===== config.mk =====
export PLATFORM = sky130hd
export DESIGN_NAME = compacting_array_list
export DESIGN_NICKNAME = d
export VERILOG_FILES = /design/src/sv/cal_pkg.sv /design/src/sv/cal_cell.sv /design/src/sv/compacting_array_list.sv
export SDC_FILE = /design/constraint.sdc
export NUM_CORES = 2
export LEC_CHECK = 0
export BUFFER_PORTS_ARGS = -buffer_cell sky130_fd_sc_hd__buf_2
export CORE_ASPECT_RATIO = 0.8
export CORE_UTILIZATION = 45
export DETAILED_ROUTE_END_ITERATION = 10
export PLACE_DENSITY_LB_ADDON = 0.3
export RECOVER_POWER = 25
export SKIP_CTS_REPAIR_TIMING = 1
export SYNTH_ARGS = -nofsm -noshare
export SYNTH_HDL_FRONTEND = slang
export SYNTH_SLANG_ARGS = --single-unit

===== constraint.sdc =====
create_clock -name clk_i -period 12.2 [get_ports clk_i]
set_clock_uncertainty 0.15 [all_clocks]
set_input_delay 1.83 -clock clk_i [delete_from_list [all_inputs] [get_ports clk_i]]
set_output_delay 1.83 -clock clk_i [all_outputs]
set_load 0.02 [all_outputs]

===== src/sv/cal_pkg.sv =====
`timescale 1ns / 1ps
// ----------------------------------------------------------------------------
// cal_pkg: shared types for the compacting array list
// Request and response payloads, kind and status codes, cell control.
// ----------------------------------------------------------------------------
package cal_pkg;

  localparam int DefCapacity = 32;
  localparam int WordW       = 32;
  localparam int IndexW      = 5;
  localparam int CountW      = 6;

  typedef enum logic [1:0] {
    KIND_APPEND    = 2'd0,
    KIND_REMOVE_TL = 2'd1,
    KIND_REMOVE_AT = 2'd2,
    KIND_READ_AT   = 2'd3
  } kind_e;

  typedef enum logic [1:0] {
    STATUS_OK     = 2'd0,
    STATUS_FULL   = 2'd1,
    STATUS_EMPTY  = 2'd2,
    STATUS_BADIDX = 2'd3
  } status_e;

  typedef struct packed {
    kind_e                    kind;
    logic signed [WordW-1:0]  value;
    logic [IndexW-1:0]        index;
  } req_t;

  typedef struct packed {
    status_e                  status;
    logic signed [WordW-1:0]  data;
    logic [CountW-1:0]        count;
  } rsp_t;

  // Per-cell update command
  typedef struct packed {
    logic load;
    logic shift;
  } cell_ctrl_t;

endpackage


===== src/sv/cal_cell.sv =====
`timescale 1ns / 1ps
// ----------------------------------------------------------------------------
// cal_cell: one list entry
// Holds one word; loads an appended word or takes its upper neighbor's word.
// ----------------------------------------------------------------------------
module cal_cell (
  input  logic                            clk_i,
  input  cal_pkg::cell_ctrl_t             ctrl_i,
  input  logic signed [cal_pkg::WordW-1:0] value_i,
  input  logic signed [cal_pkg::WordW-1:0] neighbor_i,
  output logic signed [cal_pkg::WordW-1:0] entry_o
);
  import cal_pkg::*;

  logic signed [WordW-1:0] entry_q, entry_d;

  // Pick the next word: shift down wins, append loads, otherwise hold
  always_comb begin
    entry_d = entry_q;
    if (ctrl_i.shift) begin
      entry_d = neighbor_i;
    end else if (ctrl_i.load) begin
      entry_d = value_i;
    end
  end

  // Payload register, no reset
  always_ff @(posedge clk_i) begin
    entry_q <= entry_d;
  end

  assign entry_o = entry_q;

endmodule


===== src/sv/compacting_array_list.sv =====
`timescale 1ns / 1ps
// Result: registered; it appears in the cycle after its request transfer, for one cycle.
// Throughput: one request per cycle; busy stays low, since every kind,
// including remove at index, finishes in the single update of the cell row.
// Reset: the list is empty after reset; entry words are not cleared.
// The receiver cannot stall: done_o is a one-cycle strobe.
// ----------------------------------------------------------------------------
// compacting_array_list: fixed-capacity ordered list of signed words
// A row of entry cells; remove at index shifts every later cell down at once.
// ----------------------------------------------------------------------------
module compacting_array_list #(
  parameter int CAPACITY = cal_pkg::DefCapacity
) (
  input  logic          clk_i,
  input  logic          rst_ni,
  input  logic          start,
  output logic          busy,
  input  cal_pkg::req_t req_i,
  output logic          done_o,
  output cal_pkg::rsp_t rsp_o
);
  import cal_pkg::*;

  localparam int FillW = $clog2(CAPACITY + 1);
  localparam int CmpW  = (FillW > IndexW) ? FillW : IndexW;
  localparam int ExtW  = (FillW > CountW) ? FillW : CountW;

  logic [FillW-1:0] fill_q, fill_d;
  logic             done_q;
  rsp_t             rsp_q, rsp_d;

  logic             xfer;
  logic             full, empty, idx_ok;
  logic [CmpW-1:0]  idx_ext, fill_ext;
  logic             do_append, do_remove_at;
  logic [ExtW-1:0]  fill_wide;
  logic signed [WordW-1:0] rd_data;

  logic signed [WordW-1:0] entries [CAPACITY];
  cell_ctrl_t              ctrl    [CAPACITY];

  assign busy = 1'b0;
  assign xfer = start && !busy;

  assign full     = (fill_q == FillW'(CAPACITY));
  assign empty    = (fill_q == '0);
  assign idx_ext  = CmpW'(req_i.index);
  assign fill_ext = CmpW'(fill_q);
  assign idx_ok   = (idx_ext < fill_ext);

  assign do_append    = xfer && (req_i.kind == KIND_APPEND) && !full;
  assign do_remove_at = xfer && (req_i.kind == KIND_REMOVE_AT) && idx_ok;

  // Build the row of cells; each decides its own update from its position
  for (genvar j = 0; j < CAPACITY; j++) begin : g_cell
    logic signed [WordW-1:0] nbr;
    if (j == CAPACITY - 1) begin : g_last
      assign nbr = '0;
    end else begin : g_mid
      assign nbr = entries[j+1];
    end

    assign ctrl[j].load  = do_append && (fill_q == FillW'(j));
    assign ctrl[j].shift = do_remove_at && (CmpW'(j) >= idx_ext);

    cal_cell u_cell (
      .clk_i      (clk_i),
      .ctrl_i     (ctrl[j]),
      .value_i    (req_i.value),
      .neighbor_i (nbr),
      .entry_o    (entries[j])
    );
  end

  // Select the addressed entry
  always_comb begin
    rd_data = '0;
    for (int j = 0; j < CAPACITY; j++) begin
      if (idx_ext == CmpW'(j)) begin
        rd_data = rd_data | entries[j];
      end
    end
  end

  // Decide status, new fill and response
  always_comb begin
    fill_d       = fill_q;
    rsp_d.status = STATUS_OK;
    rsp_d.data   = '0;
    case (req_i.kind)
      KIND_APPEND: begin
        if (full) begin
          rsp_d.status = STATUS_FULL;
        end else begin
          fill_d = fill_q + FillW'(1);
        end
      end
      KIND_REMOVE_TL: begin
        if (empty) begin
          rsp_d.status = STATUS_EMPTY;
        end else begin
          fill_d = fill_q - FillW'(1);
        end
      end
      KIND_REMOVE_AT: begin
        if (empty) begin
          rsp_d.status = STATUS_EMPTY;
        end else if (!idx_ok) begin
          rsp_d.status = STATUS_BADIDX;
        end else begin
          fill_d = fill_q - FillW'(1);
        end
      end
      KIND_READ_AT: begin
        if (!idx_ok) begin
          rsp_d.status = STATUS_BADIDX;
        end else begin
          rsp_d.data = rd_data;
        end
      end
      default: begin
        rsp_d.status = STATUS_OK;
      end
    endcase
    fill_wide   = ExtW'(fill_d);
    rsp_d.count = fill_wide[CountW-1:0];
  end

  // Control registers: fill and result strobe
  always_ff @(posedge clk_i or negedge rst_ni) begin
    if (!rst_ni) begin
      fill_q <= '0;
      done_q <= 1'b0;
    end else begin
      done_q <= xfer;
      if (xfer) begin
        fill_q <= fill_d;
      end
    end
  end

  // Hold the response for its strobe cycle
  always_ff @(posedge clk_i) begin
    if (xfer) begin
      rsp_q <= rsp_d;
    end
  end

  assign done_o = done_q;
  assign rsp_o  = rsp_q;

endmodule


# Yosys cells after proc, flatten, opt, wreduce, memory -nomap -nowiden
# Cells that the tools add are included.
# word_totals
regBits,1071
latch_bits,0
ramBits,0
mem_bits_ro,0
wordCells,377
n_memories,0
# op_classes
n_addsub,2
mul,0
div,0
n_lt_le_gt_ge,33
n_eq_ne,66
n_shift,0
muxes,104
n_bitwise,31
n_reduce_logical,104
# ops
cell,n
two-way mux 32 bit,94
OR 32 bit,31
"equality test 6 x 5 -> 1 bit, second input constant",16
"equality test 5 bit, second input constant",16
">= comparator 5 bit, first input constant",16
logical AND 1 bit,68
nonzero test 2 bit,31
"equality test 6 x 4 -> 1 bit, second input constant",8
"equality test 5 x 4 -> 1 bit, second input constant",8
">= comparator 4 x 5 -> 1 bit, first input constant",8
"equality test 6 x 3 -> 1 bit, second input constant",4
two-way mux 6 bit,4
"equality test 5 x 3 -> 1 bit, second input constant",4
">= comparator 3 x 5 -> 1 bit, first input constant",4
one-hot mux 6 bit (3 select lines),1
"equality test 6 x 2 -> 1 bit, second input constant",2
logical NOT 6 bit,2
"equality test 5 x 2 -> 1 bit, second input constant",2
">= comparator 1 x 5 -> 1 bit, first input constant",2
">= comparator 2 x 5 -> 1 bit, first input constant",2
one-hot mux 2 bit (4 select lines),1
"adder 6 x 1 -> 6 bit, second input constant",1
"equality test 6 x 1 -> 1 bit, second input constant",1
"equality test 6 bit, second input constant",1
10 further kinds,13

# Longest topological paths before layout
# depth
depth_word,64
ltp_mapped,12
mapped_depth_nobuf,8

# Modules after synthesis
# Synthesis repeated with hierarchy kept, for this count alone.
# hier_totals
cells_unflattened,3412
hier_area_um2,56929.6
# by_module_without_submodules
mod,n_inst,cells_each,area_each_um2
cal_cell,32,69,1507.7
compacting_array_list,1,1204,8683.3

# Worst setup path after synthesis
# Ideal clock, no wire load.
# synth_path
path_type,in2reg
start,input port start
end,register g_cell[27].u_cell.entry_q[0] (enable)
setup_ns,0.466
t_arrival_ns,4.968
required_time_ns,11.584
slack_ns,6.617
path_stages,4
path_buffers,0
cell_sequence,inv_1 > a2111oi_2 > nand2_1 > o21ai_0
# synth_via
elab_chain_len,4
# synth_lines
item,line,source
start: declaration,compacting_array_list.sv:16,"input logic start,"
logical AND 1 bit (on tied branches) (2 in a row),"compacting_array_list.sv:52, compacting_array_list.sv:51",
logical AND 1 bit (on tied branches),"compacting_array_list.sv:64, compacting_array_list.sv:63",
nonzero test 2 bit (no line) (*),--,
end signal: assignment,cal_cell.sv:29,entry_q <= entry_d;
end: declaration,cal_cell.sv:15,"logic signed [WordW-1:0] entry_q, entry_d;"
# Every way passes the cells marked *; elsewhere a longest branch is shown, timed or not.
# A chain may end at the register's enable or synchronous reset.

# Final worst setup path
# layout_path
start,input port req_i[4] (netlist name)
end,"register rsp_q (netlist bit rsp_o[36]), data pin"
# layout_via
elab_chain_len,64
# layout_lines
item,line,source
start: declaration,compacting_array_list.sv:18,"input cal_pkg::req_t req_i,"
logical NOT 6 bit,compacting_array_list.sv:79,if (idx_ext == CmpW'(j)) begin
two-way mux 32 bit,compacting_array_list.sv:79,
OR 32 bit,compacting_array_list.sv:80,rd_data = rd_data | entries[j];
two-way mux 32 bit,compacting_array_list.sv:79,
OR 32 bit,compacting_array_list.sv:80,
two-way mux 32 bit,compacting_array_list.sv:79,
OR 32 bit,compacting_array_list.sv:80,
two-way mux 32 bit,compacting_array_list.sv:79,
[... 48 more ...],--,
OR 32 bit,compacting_array_list.sv:80,
two-way mux 32 bit,compacting_array_list.sv:79,
OR 32 bit,compacting_array_list.sv:80,
two-way mux 32 bit,compacting_array_list.sv:79,
OR 32 bit,compacting_array_list.sv:80,
two-way mux 32 bit,compacting_array_list.sv:79,
OR 32 bit,compacting_array_list.sv:80,
two-way mux 32 bit,compacting_array_list.sv:79,
end signal: assignment,compacting_array_list.sv:145,rsp_q <= rsp_d;
end: declaration,compacting_array_list.sv:30,"rsp_t rsp_q, rsp_d;"
# Several ways; a longest one is shown, not always the timed one.

==> results.md <==
- Min-delay src: g_cell[31].u_cell.entry_o[0]
- CTS Root Cell: clkbuf_16
- Setup_tns: 0 ps
- Share of cells above drive strength 1: 34.4%
- Hold crit path type: flop to flop
- Switching share of power: 27.8%
- # fillers: 9757
- Final ANT Viol Nets: 0
- Total track usage: 37.0%
- Failing checks: max-capacitance violations, max-slew violations
- Maxcap violations: 22
- GPL Wtd Cong: 0.980
- Tcrit/Tclk final: 79.8%
- Most used DFF post-synth: edfxtp_1
- First-pass GRT wire length: 298 mm
- Async S/R FF share, synth: 0.654%
- CTS sink cnt: 1071
- Area growth syn-to-layout: 11.4%
- Number of H-tree levels: 3
- Relative max-transition margin: -204%
- Clock share of power: 37.7%
- Buffers on Ports: 82
- Fin. Hold Viols: 0
- Clock transition at the registers of the reported paths: 60 ps
- Area post-placement: 54600 um2
- Via/cell ratio: 7.31
- Num CTS Buffers: 109
- Top Family by Delay on Critical Path: buffers and inverters
- Layout Cells excl Fill: 5296
- Setup crit start: req_i[4]
- HPWL after DPL: 128 mm
- Seq pwr share: 48.7%
- Seq cells post-synth: 1071
- Net Count, Synth: 3744
- Minimum clock period: 9740 ps
- Final Instance Area: 57900 um2
- Full die area: 117000 um2
- Core Footprint: 115000 um2
- Slowest stage delay, CP: 2110 ps
- Crit-path slowest cell: nor2_1
- Crit path max fanout: 33
- Worst r2r src: fill_ext[3]
- YS warnings: 0
- Pin count of the biggest net entering global routing: 49
- DRC viols: 0
- Worst setup margin: 2460 ps
- Routed WL per cell: 41.8 um
- Via count: 38700
- Gr ovfl total: 0
- WHS: 326 ps
- Combinational share of power: 13.6%
- Post-Route WL: 221 mm
- Final core utilization: 50.5%
- Cell variety after synth: 70
- Crit path top cell by count: clkbuf_1
- Placed Cells: 5080
- CP endpoint kind: flop
- Fmax: 103 MHz
- Critical path class: input pin to flop
- Number of synthesized flops with an enable pin: 1032
- Die width: 382 um
- Slew @ Worst Pin: 4560 ps
- VDD IR-drop max: 124 uV
- Initial DRC count: 7240
- Ports: 84
- Dpl ws: 5290 ps
- Synth Area per Inst: 14.1 um2
- Nets@finish: 3717
- Pint: 6.63 mW
- Synth Instances: 3693
- Die Y: 306 um
- TritonRoute pass-1 iters: 8
- Reg area: 31800 um2
- Worst setup SP type: input pin
- Pins Over Slew Limit: 457
- CP Buf/Inv Count: 3
- Vias in the first global route: 36100
- Synth Cell Area: 52000 um2
- Initial Util: 45.3%
- Leakage power total: 19.1 nW
- Power Density: 159 nW/um2
- Multi-input gate area: 19300 um2
- Psw: 2.55 mW
- Crit path cell chain: buf_2 > clkbuf_1 > nand2b_1 > nor2_1 > clkbuf_1 > a22oi_1 > nand4_1 > a2111oi_0 > a21oi_1
- Clock Path Buffers: 3
- CTS tree: done
- Total power: 9.18 mW
- Status: finished, violations left
- Clk_lat worst skew: 760 ps
- Site row count: 111
- RSZ-0062 raised after global routing: false
- CP Data Arrival Time: 10070 ps
- Final setup violation count: 0
- Sequential area share after synthesis: 61.2%
- Initial antenna violation count: 6
- Req. time, crit path: 12530 ps
power groups by stage:
stage,sequential [mW],clock (mW),combinational [mW]
2_1_floorplan,4.49,0,0.685
3_3_place_gp,4.53,0,1.18
3_5_place_dp,4.53,0,1.19
4_1_cts,4.46,3.45,1.20
5_1_grt,4.48,3.58,1.26
6_report,4.47,3.46,1.25
state kept, by name, indices dropped and copies added, names as in the netlist:
| register | count |
|---|---|
| done_o | 1 |
| fill_ext | 6 |
| g_cell.u_cell.entry_o | 1024 |
| rsp_o | 40 |
final cells by class:
| cell class | count | share of cell area [%] |
|---|---|---|
| flip-flops and latches | 1071 | 55.0 |
| multi-input cells | 2272 | 33.4 |
| clock buffers | 138 | 5.06 |
| well taps | 1525 | 3.30 |
| repair buffers | 201 | 2.09 |
| clock inverters | 68 | 1.13 |
| inverters | 11 | 0.0713 |
| diodes | 10 | 0.0432 |
worst reg2reg max path: cells and delay by family (launching register included):
kind	cells	cell delay, ps
buffers and inverters	4	4360
AO/OA/AOI/OAI	3	1030
flip-flops	1	660
multiplexers	1	550
adder cells (fa/ha/maj)	1	410
AND/OR/NAND/NOR	1	350
cells by family (layout without fill, tap and decap cells):
logic type	after synthesis	in the layout	share of synthesized area [%]
other	1	11	0.00722
muxes	992	992	21.5
and+or+nand+nor	591	591	5.07
buffers and inverters	350	418	2.66
adders and majority gates	9	9	0.217
DFF	1071	1071	61.2
xor gates and xnor gates	4	4	0.0674
AOI/OAI and AO/OA	675	675	9.31
routing by layer:
layer | up-vias | GRT usage, % | wire (um)
met5 | - | 0 | 13
met4 | 2 | 17.8 | 13500
met3 | 874 | 15.3 | 40300
met2 | 4067 | 49.7 | 86800
met1 | 19300 | 51.3 | 80700
li1 | 14500 | - | -
path summary, 6_finish.rpt:
kind                       depth (start not counted)                           end  slack [ps]
max in group asynchronous                          1                   fill_ext[3]       10640
min in group asynchronous                          1                   fill_ext[2]         890
setup reg to reg                                  10  g_cell[28].u_cell.entry_o[6]        4440
setup / recovery                                   9                     rsp_o[36]        2460
hold / removal                                     2  g_cell[31].u_cell.entry_o[0]         330
hold reg to reg                                    2  g_cell[31].u_cell.entry_o[0]         330
cell usage in the layout, fill, tap and decap left out, types with 29 or more instances in the layout:
cell       instances
edfxtp_1        1032
dfxtp_1           32
a21oi_1           75
nand2_1          319
clkbuf_1          77
buf_4            106
o21ai_0           36
nor2_1            42
a22oi_1          412
buf_2             39
nand4_1           42
nand3_1           29
nor3_1            42
mux2_1            59
mux2_2           905
clkbuf_16        111
cells in the mapped netlist (all sizes together) (8+ instances only):
cell / number / share of area, %
nand2b: 9 / 0.11
edfxtp: 1032 / 60
dfxtp: 32 / 1.2
or3: 12 / 0.14
nand2: 328 / 2.4
clkbuf: 243 / 1.8
nand3: 30 / 0.29
nor3: 54 / 0.52
a22oi: 412 / 6.0
a21oi: 75 / 0.72
a221oi: 10 / 0.17
o22ai: 22 / 0.26
nand4: 42 / 0.51
nor2: 66 / 0.48
a22o: 22 / 0.37
a32oi: 12 / 0.20
nor4: 20 / 0.24
ha: 9 / 0.22
inv: 10 / 0.072
mux2i: 27 / 0.52
o21ai: 57 / 0.55
buf: 96 / 0.82
a2111oi: 8 / 0.15
mux2: 964 / 21
(Power assumes the default switching activity.)
